<file path="src/hw/rtl/rrts_pkg.sv">
// Shared types and constants for the round-robin thread scheduler.
package rrts_pkg;

    // Default number of thread slots.
    localparam int THREAD_COUNT_DEF = 8;

    // Field widths fixed by the stream format.
    localparam int OP_W     = 2;
    localparam int THREAD_W = 3;
    localparam int STATUS_W = 2;

    // Per-slot thread state.
    typedef enum logic [1:0] {
        SLOT_FREE  = 2'd0,
        SLOT_READY = 2'd1,
        SLOT_RUN   = 2'd2,
        SLOT_DONE  = 2'd3
    } slot_state_t;

    // Event kinds.
    typedef enum logic [OP_W-1:0] {
        OP_CREATE = 2'd0,
        OP_YIELD  = 2'd1,
        OP_EXIT   = 2'd2,
        OP_JOIN   = 2'd3
    } op_t;

    // Result status codes.
    typedef enum logic [STATUS_W-1:0] {
        ST_DONE         = 2'd0,
        ST_NO_FREE_SLOT = 2'd1,
        ST_BAD_TARGET   = 2'd2,
        ST_NOT_FINISHED = 2'd3
    } status_t;

    // One result item.
    typedef struct packed {
        logic                switched;
        logic [THREAD_W-1:0] running_thread;
        logic [THREAD_W-1:0] created_thread;
        status_t             status;
    } result_t;

endpackage

</file>
<file path="src/hw/rtl/rrts_event_logic.sv">
// Combinational event evaluation: next slot table, next running slot and result.
module rrts_event_logic #(
    parameter int THREAD_COUNT = rrts_pkg::THREAD_COUNT_DEF,
    localparam int SlotW = $clog2(THREAD_COUNT)
) (
    input  rrts_pkg::slot_state_t            slot_state [THREAD_COUNT],
    input  logic [SlotW-1:0]                 current_slot,
    input  rrts_pkg::op_t                    operation,
    input  logic [rrts_pkg::THREAD_W-1:0]    target_thread,
    output rrts_pkg::slot_state_t            slot_state_next [THREAD_COUNT],
    output logic [SlotW-1:0]                 current_slot_next,
    output rrts_pkg::result_t                result
);

    rrts_pkg::slot_state_t mid_state   [THREAD_COUNT];
    rrts_pkg::slot_state_t yield_state [THREAD_COUNT];
    logic [THREAD_COUNT-1:0] ready_vec;
    logic [THREAD_COUNT-1:0] free_vec;
    logic [THREAD_COUNT-1:0] above_vec;
    logic [SlotW-1:0]        pick_hi;
    logic [SlotW-1:0]        pick_any;
    logic                    found_hi;
    logic                    found_any;
    logic [SlotW-1:0]        yield_slot;
    logic                    yield_found;
    logic [SlotW-1:0]        yield_cur;
    logic [SlotW-1:0]        free_slot;
    logic                    free_found;
    logic                    target_ok;
    logic [SlotW+rrts_pkg::THREAD_W-1:0] target_ext;
    logic [SlotW-1:0]        target_idx;
    logic [SlotW+rrts_pkg::THREAD_W-1:0] created_ext;
    logic [SlotW+rrts_pkg::THREAD_W-1:0] running_ext;
    logic [SlotW-1:0]        created_slot;
    rrts_pkg::status_t       status_sel;

    // Exit marks the current slot finished before the yield scan.
    always_comb
    begin
        for (int i = 0; i < THREAD_COUNT; i++)
        begin
            mid_state[i] = slot_state[i];
        end
        if (operation == rrts_pkg::OP_EXIT)
        begin
            mid_state[current_slot] = rrts_pkg::SLOT_DONE;
        end
    end

    // Candidate vectors for the yield scan and the free-slot search.
    always_comb
    begin
        for (int i = 0; i < THREAD_COUNT; i++)
        begin
            ready_vec[i] = (mid_state[i] == rrts_pkg::SLOT_READY);
            free_vec[i]  = (slot_state[i] == rrts_pkg::SLOT_FREE) && (i != 0);
            above_vec[i] = (i > int'(current_slot));
        end
    end

    // Rotating priority pick: first ready slot above the current one,
    // otherwise the lowest ready slot, which covers the wrap back to current.
    always_comb
    begin
        pick_hi   = '0;
        found_hi  = 1'b0;
        pick_any  = '0;
        found_any = 1'b0;
        free_slot  = '0;
        free_found = 1'b0;
        for (int i = THREAD_COUNT - 1; i >= 0; i--)
        begin
            if (ready_vec[i] && above_vec[i])
            begin
                pick_hi  = SlotW'(i);
                found_hi = 1'b1;
            end
            if (ready_vec[i])
            begin
                pick_any  = SlotW'(i);
                found_any = 1'b1;
            end
            if (free_vec[i])
            begin
                free_slot  = SlotW'(i);
                free_found = 1'b1;
            end
        end
        yield_slot  = found_hi ? pick_hi : pick_any;
        yield_found = found_any;
    end

    // Slot table after a yield.
    always_comb
    begin
        for (int i = 0; i < THREAD_COUNT; i++)
        begin
            yield_state[i] = mid_state[i];
        end
        yield_cur = current_slot;
        if (yield_found)
        begin
            if (mid_state[current_slot] == rrts_pkg::SLOT_RUN)
            begin
                yield_state[current_slot] = rrts_pkg::SLOT_READY;
            end
            yield_state[yield_slot] = rrts_pkg::SLOT_RUN;
            yield_cur = yield_slot;
        end
    end

    // Join target range check and slot index.
    assign target_ok  = (target_thread != '0) && (32'(target_thread) < THREAD_COUNT);
    assign target_ext = {{SlotW{1'b0}}, target_thread};
    assign target_idx = target_ext[SlotW-1:0];

    // Per-event selection of the next state and the status.
    always_comb
    begin
        for (int i = 0; i < THREAD_COUNT; i++)
        begin
            slot_state_next[i] = slot_state[i];
        end
        current_slot_next = current_slot;
        created_slot      = '0;
        status_sel        = rrts_pkg::ST_DONE;
        case (operation)
            rrts_pkg::OP_CREATE:
            begin
                if (free_found)
                begin
                    slot_state_next[free_slot] = rrts_pkg::SLOT_READY;
                    created_slot = free_slot;
                end
                else
                begin
                    status_sel = rrts_pkg::ST_NO_FREE_SLOT;
                end
            end
            rrts_pkg::OP_YIELD, rrts_pkg::OP_EXIT:
            begin
                for (int i = 0; i < THREAD_COUNT; i++)
                begin
                    slot_state_next[i] = yield_state[i];
                end
                current_slot_next = yield_cur;
            end
            rrts_pkg::OP_JOIN:
            begin
                if (!target_ok)
                begin
                    status_sel = rrts_pkg::ST_BAD_TARGET;
                end
                else if (slot_state[target_idx] == rrts_pkg::SLOT_DONE)
                begin
                    slot_state_next[target_idx] = rrts_pkg::SLOT_FREE;
                end
                else
                begin
                    for (int i = 0; i < THREAD_COUNT; i++)
                    begin
                        slot_state_next[i] = yield_state[i];
                    end
                    current_slot_next = yield_cur;
                    status_sel        = rrts_pkg::ST_NOT_FINISHED;
                end
            end
            default:
            begin
                status_sel = rrts_pkg::ST_DONE;
            end
        endcase
    end

    // Result fields carry the low bits of the slot numbers.
    assign created_ext = {{rrts_pkg::THREAD_W{1'b0}}, created_slot};
    assign running_ext = {{rrts_pkg::THREAD_W{1'b0}}, current_slot_next};
    assign result      = {(current_slot_next != current_slot),
                          running_ext[rrts_pkg::THREAD_W-1:0],
                          created_ext[rrts_pkg::THREAD_W-1:0],
                          status_sel};

endmodule

</file>
<file path="src/hw/rtl/round_robin_thread_scheduler.sv">
// Round-robin thread scheduler top level: input register, slot table, result register.
// The input register holds each event until it advances; the result register and the slot table
// then load together, and the advance stalls while the result register is full and m_tready is low.
// Throughput: one event per cycle while the output drains, set by the single-pass rotating pick.
// Reset (rst_n low, asynchronous): slot 0 running, all other slots free, running slot 0,
// both pipeline registers empty.
module round_robin_thread_scheduler #(
    parameter int THREAD_COUNT = rrts_pkg::THREAD_COUNT_DEF
) (
    input  logic        clk,
    input  logic        rst_n,
    input  logic        s_tvalid,
    output logic        s_tready,
    input  logic [7:0]  s_tdata,   // [1:0] operation, [4:2] target_thread, [7:5] zero
    output logic        m_tvalid,
    input  logic        m_tready,
    output logic [15:0] m_tdata    // [1:0] status, [4:2] created_thread,
                                   // [7:5] running_thread, [8] switched, [15:9] zero
);

    localparam int SlotW = $clog2(THREAD_COUNT);

    logic                               in_valid_reg;
    logic                               in_valid_next;
    rrts_pkg::op_t                      op_reg;
    logic [rrts_pkg::THREAD_W-1:0]      target_reg;
    logic                               out_valid_reg;
    logic                               out_valid_next;
    rrts_pkg::result_t                  out_reg;
    rrts_pkg::slot_state_t              slot_state_reg  [THREAD_COUNT];
    rrts_pkg::slot_state_t              slot_state_next [THREAD_COUNT];
    logic [SlotW-1:0]                   current_slot_reg;
    logic [SlotW-1:0]                   current_slot_next;
    rrts_pkg::result_t                  result;
    logic                               in_xfer;
    logic                               advance;
    logic [THREAD_COUNT-1:0]            run_vec;
    logic [THREAD_COUNT-1:0]            cur_onehot;

    // Handshake: the item moves on when the result register is empty or drained.
    assign advance  = in_valid_reg && (!out_valid_reg || m_tready);
    assign s_tready = !in_valid_reg || advance;
    assign in_xfer  = s_tvalid && s_tready;

    assign in_valid_next  = in_xfer ? 1'b1 : (advance ? 1'b0 : in_valid_reg);
    assign out_valid_next = advance ? 1'b1 : ((m_tready) ? 1'b0 : out_valid_reg);

    // Event evaluation against the current slot table.
    rrts_event_logic #(
        .THREAD_COUNT(THREAD_COUNT)
    ) u_event_logic (
        .slot_state        (slot_state_reg),
        .current_slot      (current_slot_reg),
        .operation         (op_reg),
        .target_thread     (target_reg),
        .slot_state_next   (slot_state_next),
        .current_slot_next (current_slot_next),
        .result            (result)
    );

    // Pipeline valid flags.
    always_ff @(posedge clk or negedge rst_n)
    begin
        if (!rst_n)
        begin
            in_valid_reg  <= 1'b0;
            out_valid_reg <= 1'b0;
        end
        else
        begin
            in_valid_reg  <= in_valid_next;
            out_valid_reg <= out_valid_next;
        end
    end

    // Input payload register.
    always_ff @(posedge clk)
    begin
        if (in_xfer)
        begin
            op_reg     <= rrts_pkg::op_t'(s_tdata[1:0]);
            target_reg <= s_tdata[4:2];
        end
    end

    // Result payload register.
    always_ff @(posedge clk)
    begin
        if (advance)
        begin
            out_reg <= result;
        end
    end

    // Slot table and running slot, updated as each event retires.
    always_ff @(posedge clk or negedge rst_n)
    begin
        if (!rst_n)
        begin
            for (int i = 0; i < THREAD_COUNT; i++)
            begin
                slot_state_reg[i] <= (i == 0) ? rrts_pkg::SLOT_RUN : rrts_pkg::SLOT_FREE;
            end
            current_slot_reg <= '0;
        end
        else if (advance)
        begin
            for (int i = 0; i < THREAD_COUNT; i++)
            begin
                slot_state_reg[i] <= slot_state_next[i];
            end
            current_slot_reg <= current_slot_next;
        end
    end

    // Output packing.
    assign m_tvalid = out_valid_reg;
    assign m_tdata  = {7'b0, out_reg.switched, out_reg.running_thread,
                       out_reg.created_thread, out_reg.status};

    // Running-slot bookkeeping for the checks below.
    always_comb
    begin
        for (int i = 0; i < THREAD_COUNT; i++)
        begin
            run_vec[i]    = (slot_state_reg[i] == rrts_pkg::SLOT_RUN);
            cur_onehot[i] = (i == int'(current_slot_reg));
        end
    end

    // At most one slot is running, and only the current one.
    a_single_runner: assert property (@(posedge clk) disable iff (!rst_n)
        ($countones(run_vec) <= 1) && ((run_vec & ~cur_onehot) == '0))
        else $error("running slot is not unique or not current");

    // A retiring event always lands in the result register.
    a_advance_loads: assert property (@(posedge clk) disable iff (!rst_n)
        advance |=> out_valid_reg)
        else $error("result lost on advance");

    // A switch happens only on yield-type outcomes.
    a_switch_status: assert property (@(posedge clk) disable iff (!rst_n)
        (out_valid_reg && out_reg.switched) |->
        (out_reg.status == rrts_pkg::ST_DONE || out_reg.status == rrts_pkg::ST_NOT_FINISHED))
        else $error("switch reported with a failing status");

    // A nonzero created slot comes only with a done status and never with a switch.
    a_create_result: assert property (@(posedge clk) disable iff (!rst_n)
        (out_valid_reg && out_reg.created_thread != '0) |->
        (out_reg.status == rrts_pkg::ST_DONE && !out_reg.switched))
        else $error("inconsistent create result");

    // The switched flag follows the change of the running slot.
    a_running_matches: assert property (@(posedge clk) disable iff (!rst_n)
        advance |=> (out_reg.switched == (current_slot_reg != $past(current_slot_reg))))
        else $error("switched flag disagrees with running slot");

endmodule
</file>
<file path="config.mk">
export PLATFORM = sky130hd
export DESIGN_NAME = round_robin_thread_scheduler
export DESIGN_NICKNAME = d
export VERILOG_FILES = /design/src/hw/rtl/rrts_pkg.sv /design/src/hw/rtl/rrts_event_logic.sv /design/src/hw/rtl/round_robin_thread_scheduler.sv
export SDC_FILE = /design/constraint.sdc
export NUM_CORES = 1
export LEC_CHECK = 0
export ABC_AREA = 1
export BUFFER_PORTS_ARGS = -buffer_cell sky130_fd_sc_hd__buf_2
export CORE_MARGIN = 2
export CORE_UTILIZATION = 60
export CTS_CLUSTER_SIZE = 12
export DETAILED_ROUTE_END_ITERATION = 10
export GPL_TIMING_DRIVEN = 0
export PLACE_DENSITY = 0.8
export SLEW_MARGIN = 20
export SYNTH_ARGS = -nofsm -noshare
export SYNTH_HDL_FRONTEND = slang
export SYNTH_HIERARCHICAL = 1
export SYNTH_SLANG_ARGS = --single-unit
</file>
<file path="constraint.sdc">
create_clock -name clk -period 5.25 [get_ports clk]
set_input_delay 0 -clock clk [delete_from_list [all_inputs] [get_ports clk]]
set_output_delay 0 -clock clk [all_outputs]
set_load 0.05 [all_outputs]
</file>
==> impl_results.md, run 1 <==
- Nets: 607
- TritonCTS clock tree: done
- Syn Std Cell Area: 3420 sq um
- # DRC: 0
- Status: completed
- Relative slew margins: between 60% and 70%
- WL per Instance: ~17 um
- Reg2reg end: slot_state_reg[12]
- Total of max-cap violations: 0
- Worst path depth: 16
- FF-to-FF setup slack: approximately 2500 ps
- CTS root buf: clkbuf_8
- Crit path kind: reg -> reg
- Internal power: between 1 and 1.5 mW
- Total number of vias: slightly below 4,000
- Largest net degree at the start of global routing: 22
- First-pass GRT wire length: 17,700 um
- DRT antenna net count: 0
- CP Max Fanout: 10
- DR vias/cell: ~6.0
- Area Growth Syn to Fin: 11.9%
- CTS clk-pin slew, worst paths: 80 ps
- Setup crit start kind: flip-flop
- H-tree levels: 2
- Crit path capture type: flip-flop
- Number of global-route vias before repair: between 3,000 and 4,000
- Fin. Hold Viols: 0
- DP HPWL: roughly 8500 um
- Die Y: about 80 um
- Crit path arrival time: slightly below 3000 ps
- Post-synthesis sequential area ratio: between 20% and 30%
- Post-Place Setup Slack: between 2000 and 3000 ps
- TNS Setup: 0 ps
- Switching Fraction: roughly 57%
- Flop pwr share: between 20% and 30%
- Worst EP required: 5440 ps
- Crit. Startpoint: op_reg[0]
- VDD IR max: between 0.3 and 0.4 mV
- Share of layout cells above drive strength 1: ~16%
- Placed Area: 3630 sq um
- Die ar.: 6320 sq um
- Initial antenna violation count: 0
- Buf/Inv on CP: 2
- Drt initial violations: 540
- Tmin final: 2760 ps
- Power share of the clock group: 10.8%
- Antenna cells: 0
- Flops & latches, synth: 35
- Initial Utilization: between 60% and 70%
- CP Cell Sequence: inv_1 > ha_1 > buf_4 > nand4_1 > nand2_1 > nor2_1 > o21ai_0 > nor2_1 > nand2_1 > nor3_1 > o21ai_0 > o21ai_1 > nand2_1 > nand2_1 > nand3_1 > nand2_1
- Pleak: between 2 and 2.5 nW
- Die Span X: approximately 80 um
- Core Rows: 27
- Worst setup margin: 2490 ps
- Worst R2R Path Depth: 16
- RSZ-0062 raised after global routing: false
- Switching pwr: 1.39 mW
- Ports: 30
- Final setup fails: 0
- Fmax: between 0.3 and 0.4 GHz
- Clk_lat worst skew: ~300 ps
- CTS Buffer Depth: 2
- Fin util: 69.5%
- Cts bufs inserted: 5
- Power density over cell area: between 600 and 700 nW/um^2
- Synth warn: 6
- Max FFs per register: 16
- Final Skew: between 7 and 8 ps
- Comb pwr share: 68.1%
- Measured slew at the worst slew-check pin: approximately 580 ps
- Worst path most repeated cell: nand2_1
- Synthesized netlist cell count: between 500 and 600
- Post-CTS setup buffers: 0
- Clock sink count: 35
- Design area: between 3000 and 4000 sq um
- Total wire length: 11,300 um
- Delay-heaviest family, CP: simple AND/OR/NAND/NOR gates
- Max-slew violation count: 0
- Number of detailed-route iterations in the first pass: 7
- Final period utilization: roughly 52%
- Final Wtd Congestion: slightly above 1
- Max stage delay on crit path: ~400 ps
- Worst setup path endpoint: slot_state_reg[12]
- Reg2reg start: op_reg[0]
- Post-CTS sizing: 0
- Tot GR Track Use: a little under two fifths
- Library cells used by synthesis: 39
- I/O Buffers: 19
- Grt total ovfl: 0
- Core area: about 5500 sq um
- Critical path's slowest cell: edfxtp_1
- Hold crit path type: in -> async
- Avg Inst Size Synth: 6.20 sq um
worst register-to-register path: stages, from the launching register on:
cell	delay, ps
edfxtp_1	400
inv_1	100
ha_1	150
buf_4	230
nand4_1	220
nand2_1	150
nor2_1	50
o21ai_0	260
nor2_1	70
nand2_1	270
nor3_1	110
o21ai_0	220
o21ai_1	100
nand2_1	70
nand2_1	100
nand3_1	100
nand2_1	50
metrics by stage:
| step | power, mW | instances | hold WS (ps) |
|---|---|---|---|
| floorplan | 1.71 | 558 | -296 |
| finish | 2.44 | 665 | 196 |
| global placement | 2.09 | 649 | -27.7 |
| detailed placement | 2.11 | 649 | -12.1 |
| CTS | 2.38 | 665 | 202 |
| global route | 2.60 | 665 | 237 |
synth_stat cells:
library cell,number,share of area (%)
ha_1,3,1.1
nand2_1,171,19
nor4_1,1,0.18
clkbuf_1,5,0.55
nand4_4,2,1.2
nor3_2,1,0.29
a21oi_1,18,2.6
or2_2,1,0.18
clkinv_2,1,0.15
o21ai_0,38,5.6
nand2_2,15,2.7
o21bai_1,1,0.22
inv_2,3,0.33
nor2_1,46,5.0
clkinv_1,2,0.22
buf_2,7,1.0
edfxtp_1,14,12
nor3_1,9,1.3
a21oi_2,2,0.51
inv_1,62,6.8
buf_6,3,0.99
buf_4,17,3.7
o21ai_1,13,1.9
o21a_1,1,0.22
nand4_1,5,0.91
conb_1,1,0.11
nor3b_2,1,0.37
o22ai_1,5,0.91
a22oi_1,2,0.44
nand2_4,1,0.33
nor2_2,6,1.1
a21boi_4,1,0.55
nor2_4,1,0.33
dfrtp_1,20,15
nand4_2,1,0.37
a31oi_1,6,1.1
nand3_1,61,8.9
nand3_2,4,1.2
dfstp_2,1,0.77
cell type report:
| cell class | instances | area (sq um) |
|---|---|---|
| Buffer | 32 | 215 |
| Clock buffer | 6 | 82.6 |
| Clock inverter | 2 | 35.0 |
| Fill cell | 501 | 1680 |
| Inverter | 68 | 256 |
| Multi-Input combinational cell | 423 | 2020 |
| Sequential cell | 35 | 947 |
| Tap cell | 72 | 90.1 |
| Timing Repair Buffer | 27 | 175 |
cell usage in the layout (no fill, tap or decap), types with 7 or more instances in the layout:
cell type	instances
nand2_2	15
nand2_1	171
o21ai_0	38
edfxtp_1	14
dlygate4sd3_1	8
nor2_1	46
o21ai_1	13
a21oi_1	18
inv_1	62
nor3_1	9
buf_2	26
conb_1	7
dfrtp_1	20
nand3_1	61
buf_4	17
layer usage:
metal	wire length (um)	vias up	global-route usage, %
li1	-	1849	-
met1	4350	1776	46.4
met2	5180	291	60.1
met3	1220	52	7.58
met4	511	0	17.8
met5	0	-	0
cells by family after synthesis:
family                   synth area share, %
buffers and inverters                   13.8
AND/OR/NAND/NOR                         43.3
adder cells (fa/ha/maj)                 1.10
flip-flops                              27.7
AO/OA/AOI/OAI                           14.0
other                                  0.110
worst min-delay path by stage:
stage | cells past startpoint | slack (ps) | endpoint | startpoint
final | 2 | 200 | slot_state_reg[4] | rst_n
after floorplan | 0 | -300 | current_slot_reg[0] | rst_n
after CTS | 2 | 200 | current_slot_reg[2] | rst_n
after global routing | 2 | 240 | current_slot_reg[1] | rst_n
after global placement | 1 | -30 | current_slot_reg[1] | rst_n
after detailed placement | 1 | -10 | current_slot_reg[1] | rst_n
power groups by stage:
stage          registers [mW]  clock network (mW)  logic (mW)
2_1_floorplan           0.542                   0        1.17
3_3_place_gp            0.512                   0        1.58
3_5_place_dp            0.515                   0        1.60
4_1_cts                 0.507               0.265        1.61
5_1_grt                 0.523               0.274        1.81
6_report                0.514               0.265        1.67
repair_timing:
| item | in CTS | in global routing |
|---|---|---|
| endpoints found under the setup margin | 0 | 0 |
| hold endpoints to repair | 26 | 0 |
| hold buffers | 8 | 0 |
No activity file was read; power rests on OpenSTA's default activity.
==> run 2: changes to the inputs <==
- ABC_AREA: 1 -> 0
- CORE_UTILIZATION: 60 -> 55
- PLACE_DENSITY: 0.8 -> 0.77
- clock period: 5.25 -> 2.5 ns (I/O delays scaled with it)
==> run 2 against run 1 <==
Compared with the run above:
- critical endpoint is now slot_state_reg[5]
- sequential power is 80% higher
- synthesized cell count fell by 29%
- utilization up 5.9 points
- the run now ends with negative setup slack left
- register-to-register slack lost 2900 ps
- total power up 110%
- combinational power up 130%
- non-clock buffer count increased by 38
==> impl_results.md, run 2 <==
- CTS root buf: clkbuf_8
- First-pass GRT wire length: 17,700 um (about the same)
- Hold crit path type: in -> reg
- Max-slew violation count: 0 (unchanged)
- Clk_lat worst skew: 290 ps (about the same)
- Number of detailed-route iterations in the first pass: 7 (unchanged)
- Most common cell after layout, fill and taps aside: buf_4
- Final Skew: 15.4 ps (+8.19 ps)
- Synth warn: 6 (unchanged)
- Drt initial violations: 790 (+46%)
- Pleak: 1.89 nW (-5.9%)
- Clock sink count: 35 (unchanged)
- Most frequent cells in the layout: buf_4, nor2_1, buf_2
- CTS clk-pin slew, worst paths: 80 ps (about the same)
- CP Max Fanout: 8 (-2)
- Post-synthesis sequential area ratio: 27.7% (+0.061 points)
- Most numerous cell in the Yosys netlist: nor2_1
- Max FFs per register: 16 (unchanged)
- Initial Utilization: 57.3% (-4.8 points)
- Total of max-cap violations: 0 (unchanged)
- Total wire length: 12,100 um (+7.5%)
- Share of layout cells above drive strength 1: 42.9% (+27 points)
- Most used flip-flop cell after synthesis: dfrtp_1
- Largest net degree at the start of global routing: 22 (unchanged)
- VDD IR max: 0.720 mV (+87%)
- Area Growth Syn to Fin: 31.5%
- Die Span X: 82.8 um (+4.1%)
- Number of global-route vias before repair: 3,451 (-5.9%)
- Post-synth EDFFs: 14 (unchanged)
- Cell taking the most area after synthesis: dfrtp_1
- Async SR Flop Fraction: 60.0% (unchanged)
- Worst setup margin: -443 ps (-2940 ps)
- Flops & latches, synth: 35 (unchanged)
- # DRC: 0 (unchanged)
- Crit path kind: reg -> reg
- TritonCTS clock tree: done
- Fin. Hold Viols: 0 (unchanged)
- Most common library cells after synthesis: nor2_1, a21oi_1, dfrtp_1
- Worst EP required: 2680 ps (-2760 ps)
- Library cells used by synthesis: 75 (+92%)
- Power density over cell area: 1150 nW/um^2 (+81%)
- Antenna cells: 0 (unchanged)
- CTS Buffer Depth: 2 (unchanged)
- WL per Instance: 22.6 um (+33%)
- Die ar.: 6850 sq um (+8.4%)
- Area contributors post-synth: dfrtp_1, edfxtp_1, mux2_4
- RSZ-0062 raised after global routing: true
- Relative slew margins: 62.0% (+0.85 points)
- Status: finished, violations left
- Total Power: 5.18 mW (+110%)
- Post-synth top area share: 14.7% (-4.1 points)
- DR vias/cell: 7.04 (+18%)
- Synthesized netlist cell count: 393 (-29%)
- Cts bufs inserted: 5 (unchanged)
- Measured slew at the worst slew-check pin: 564 ps (-18.7 ps)
- H-tree levels: 2 (unchanged)
- Syn Std Cell Area: 3410 sq um (-0.22%)
- DRT antenna net count: 0 (unchanged)
- Core area: 5960 sq um (+8.2%)
- Failing checks: negative setup slack
- Core Rows: 28 (+3.7%)
- Setup crit start kind: flip-flop
- Tmin final: 2940 ps (+188 ps)
- Ports: 30 (unchanged)
- Final setup fails: 23 (+23)
- Fmax: 0.340 GHz (-6.4%)
- Final Wtd Congestion: 1.00 (-2.0%)
- Grt total ovfl: 0 (unchanged)
- Crit path arrival time: 3120 ps (+170 ps)
- Die Y: 82.8 um (+4.1%)
- I/O Buffers: 19 (unchanged)
- Total number of vias: 3,778 (-4.8%)
- Initial antenna violation count: 0 (unchanged)
- Final period utilization: 118% (+65 points)
- Fin util: 75.4% (+5.9 points)
- Avg Inst Size Synth: 8.69 sq um (+40%)
- Nets: 476 (-22%)
- FF-to-FF setup slack: -440 ps (-2940 ps)
- Tot GR Track Use: 35.0% (-1.9 points)
- DP HPWL: 7990 um (-6.5%)
- Crit path capture type: flip-flop
-- run 2: worst paths after layout --
| kind | to | start | cells past startpoint |
|---|---|---|---|
| setup reg to reg | slot_state_reg[5] | op_reg[1] | 13 |
| max in group asynchronous | current_slot_reg[1] | rst_n | 2 |
| hold reg to reg | slot_state_reg[9] | slot_state_reg[9] | 1 |
| setup / recovery | slot_state_reg[5] | op_reg[1] | 13 |
| hold / removal | in_valid_reg | m_tready | 3 |
| min in group asynchronous | slot_state_reg[11] | rst_n | 2 |
-- run 2: power breakdown --
group | internal (mW) | switching (mW) | leakage, nW
combinational | 1.66 | 2.16 | 1.43
sequential | 0.759 | 0.164 | 0.410
clock | 0.222 | 0.209 | 0.0482
-- run 2: layer usage --
metal / vias up / global-route usage, % / part of all wire (%)
li1: 1604 / - / -
met4: 0 / 17.0 / 5.4
met3: 84 / 8.12 / 13
met5: - / 2.50 / 0
met2: 341 / 52.7 / 44
met1: 1749 / 46.8 / 38
-- run 2: kinds of logic after synthesis --
group / count (synthesis) / synth area share, %
AO/OA/AOI/OAI: 131 / 27.8
adder cells (fa/ha/maj): 3 / 1.10
buffers and inverters: 58 / 9.02
flip-flops: 35 / 27.7
multiplexers: 25 / 11.0
other: 1 / 0.110
AND/OR/NAND/NOR: 140 / 23.2
-- run 2: through the flow --
| stage | area [sq um] | hold WS (ps) | setup TNS [ps] | setup slack (ps) | cells |
|---|---|---|---|---|---|
| floorplan | 3550 | -296 | -246 | -71.4 | 399 |
| global placement | 3730 | -11.9 | -7380 | -508 | 493 |
| detailed placement | 3730 | 8.85 | -7830 | -573 | 493 |
| CTS | 4180 | 25.4 | -4410 | -321 | 525 |
| global route | 4490 | 45.5 | -7970 | -476 | 537 |
| finish | 4490 | 15.9 | -6830 | -443 | 537 |
-- run 2: worst max-delay path, stage by stage, from the launching register on --
cell	delay (ps)
edfxtp_1	430
ha_4	240
buf_8	140
nand4b_1	180
buf_4	170
o2bb2ai_4	130
nor4_4	70
buf_4	170
or3_4	370
buf_8	150
a2bb2oi_2	150
o311ai_1	260
nand3_1	110
mux2_4	270
-- run 2: layout make-up --
class | instances | area [sq um]
multi-input combinational | 306 | 2560
inverter | 16 | 60.1
clock buffer | 7 | 86.3
fill | 424 | 1470
buffer | 40 | 295
timing repair buffer | 57 | 438
clock inverter | 1 | 5.00
tap | 75 | 93.8
sequential | 35 | 948
-- run 2: repair_timing --
action,4_1_cts,5_1_grt
gates resized for setup,43,53
endpoints found under the setup margin,23,23
buffers inserted,18,12
pin swaps,23,20
cloned,0,1
endpoints found under the hold margin,26,0
hold buffers,7,0
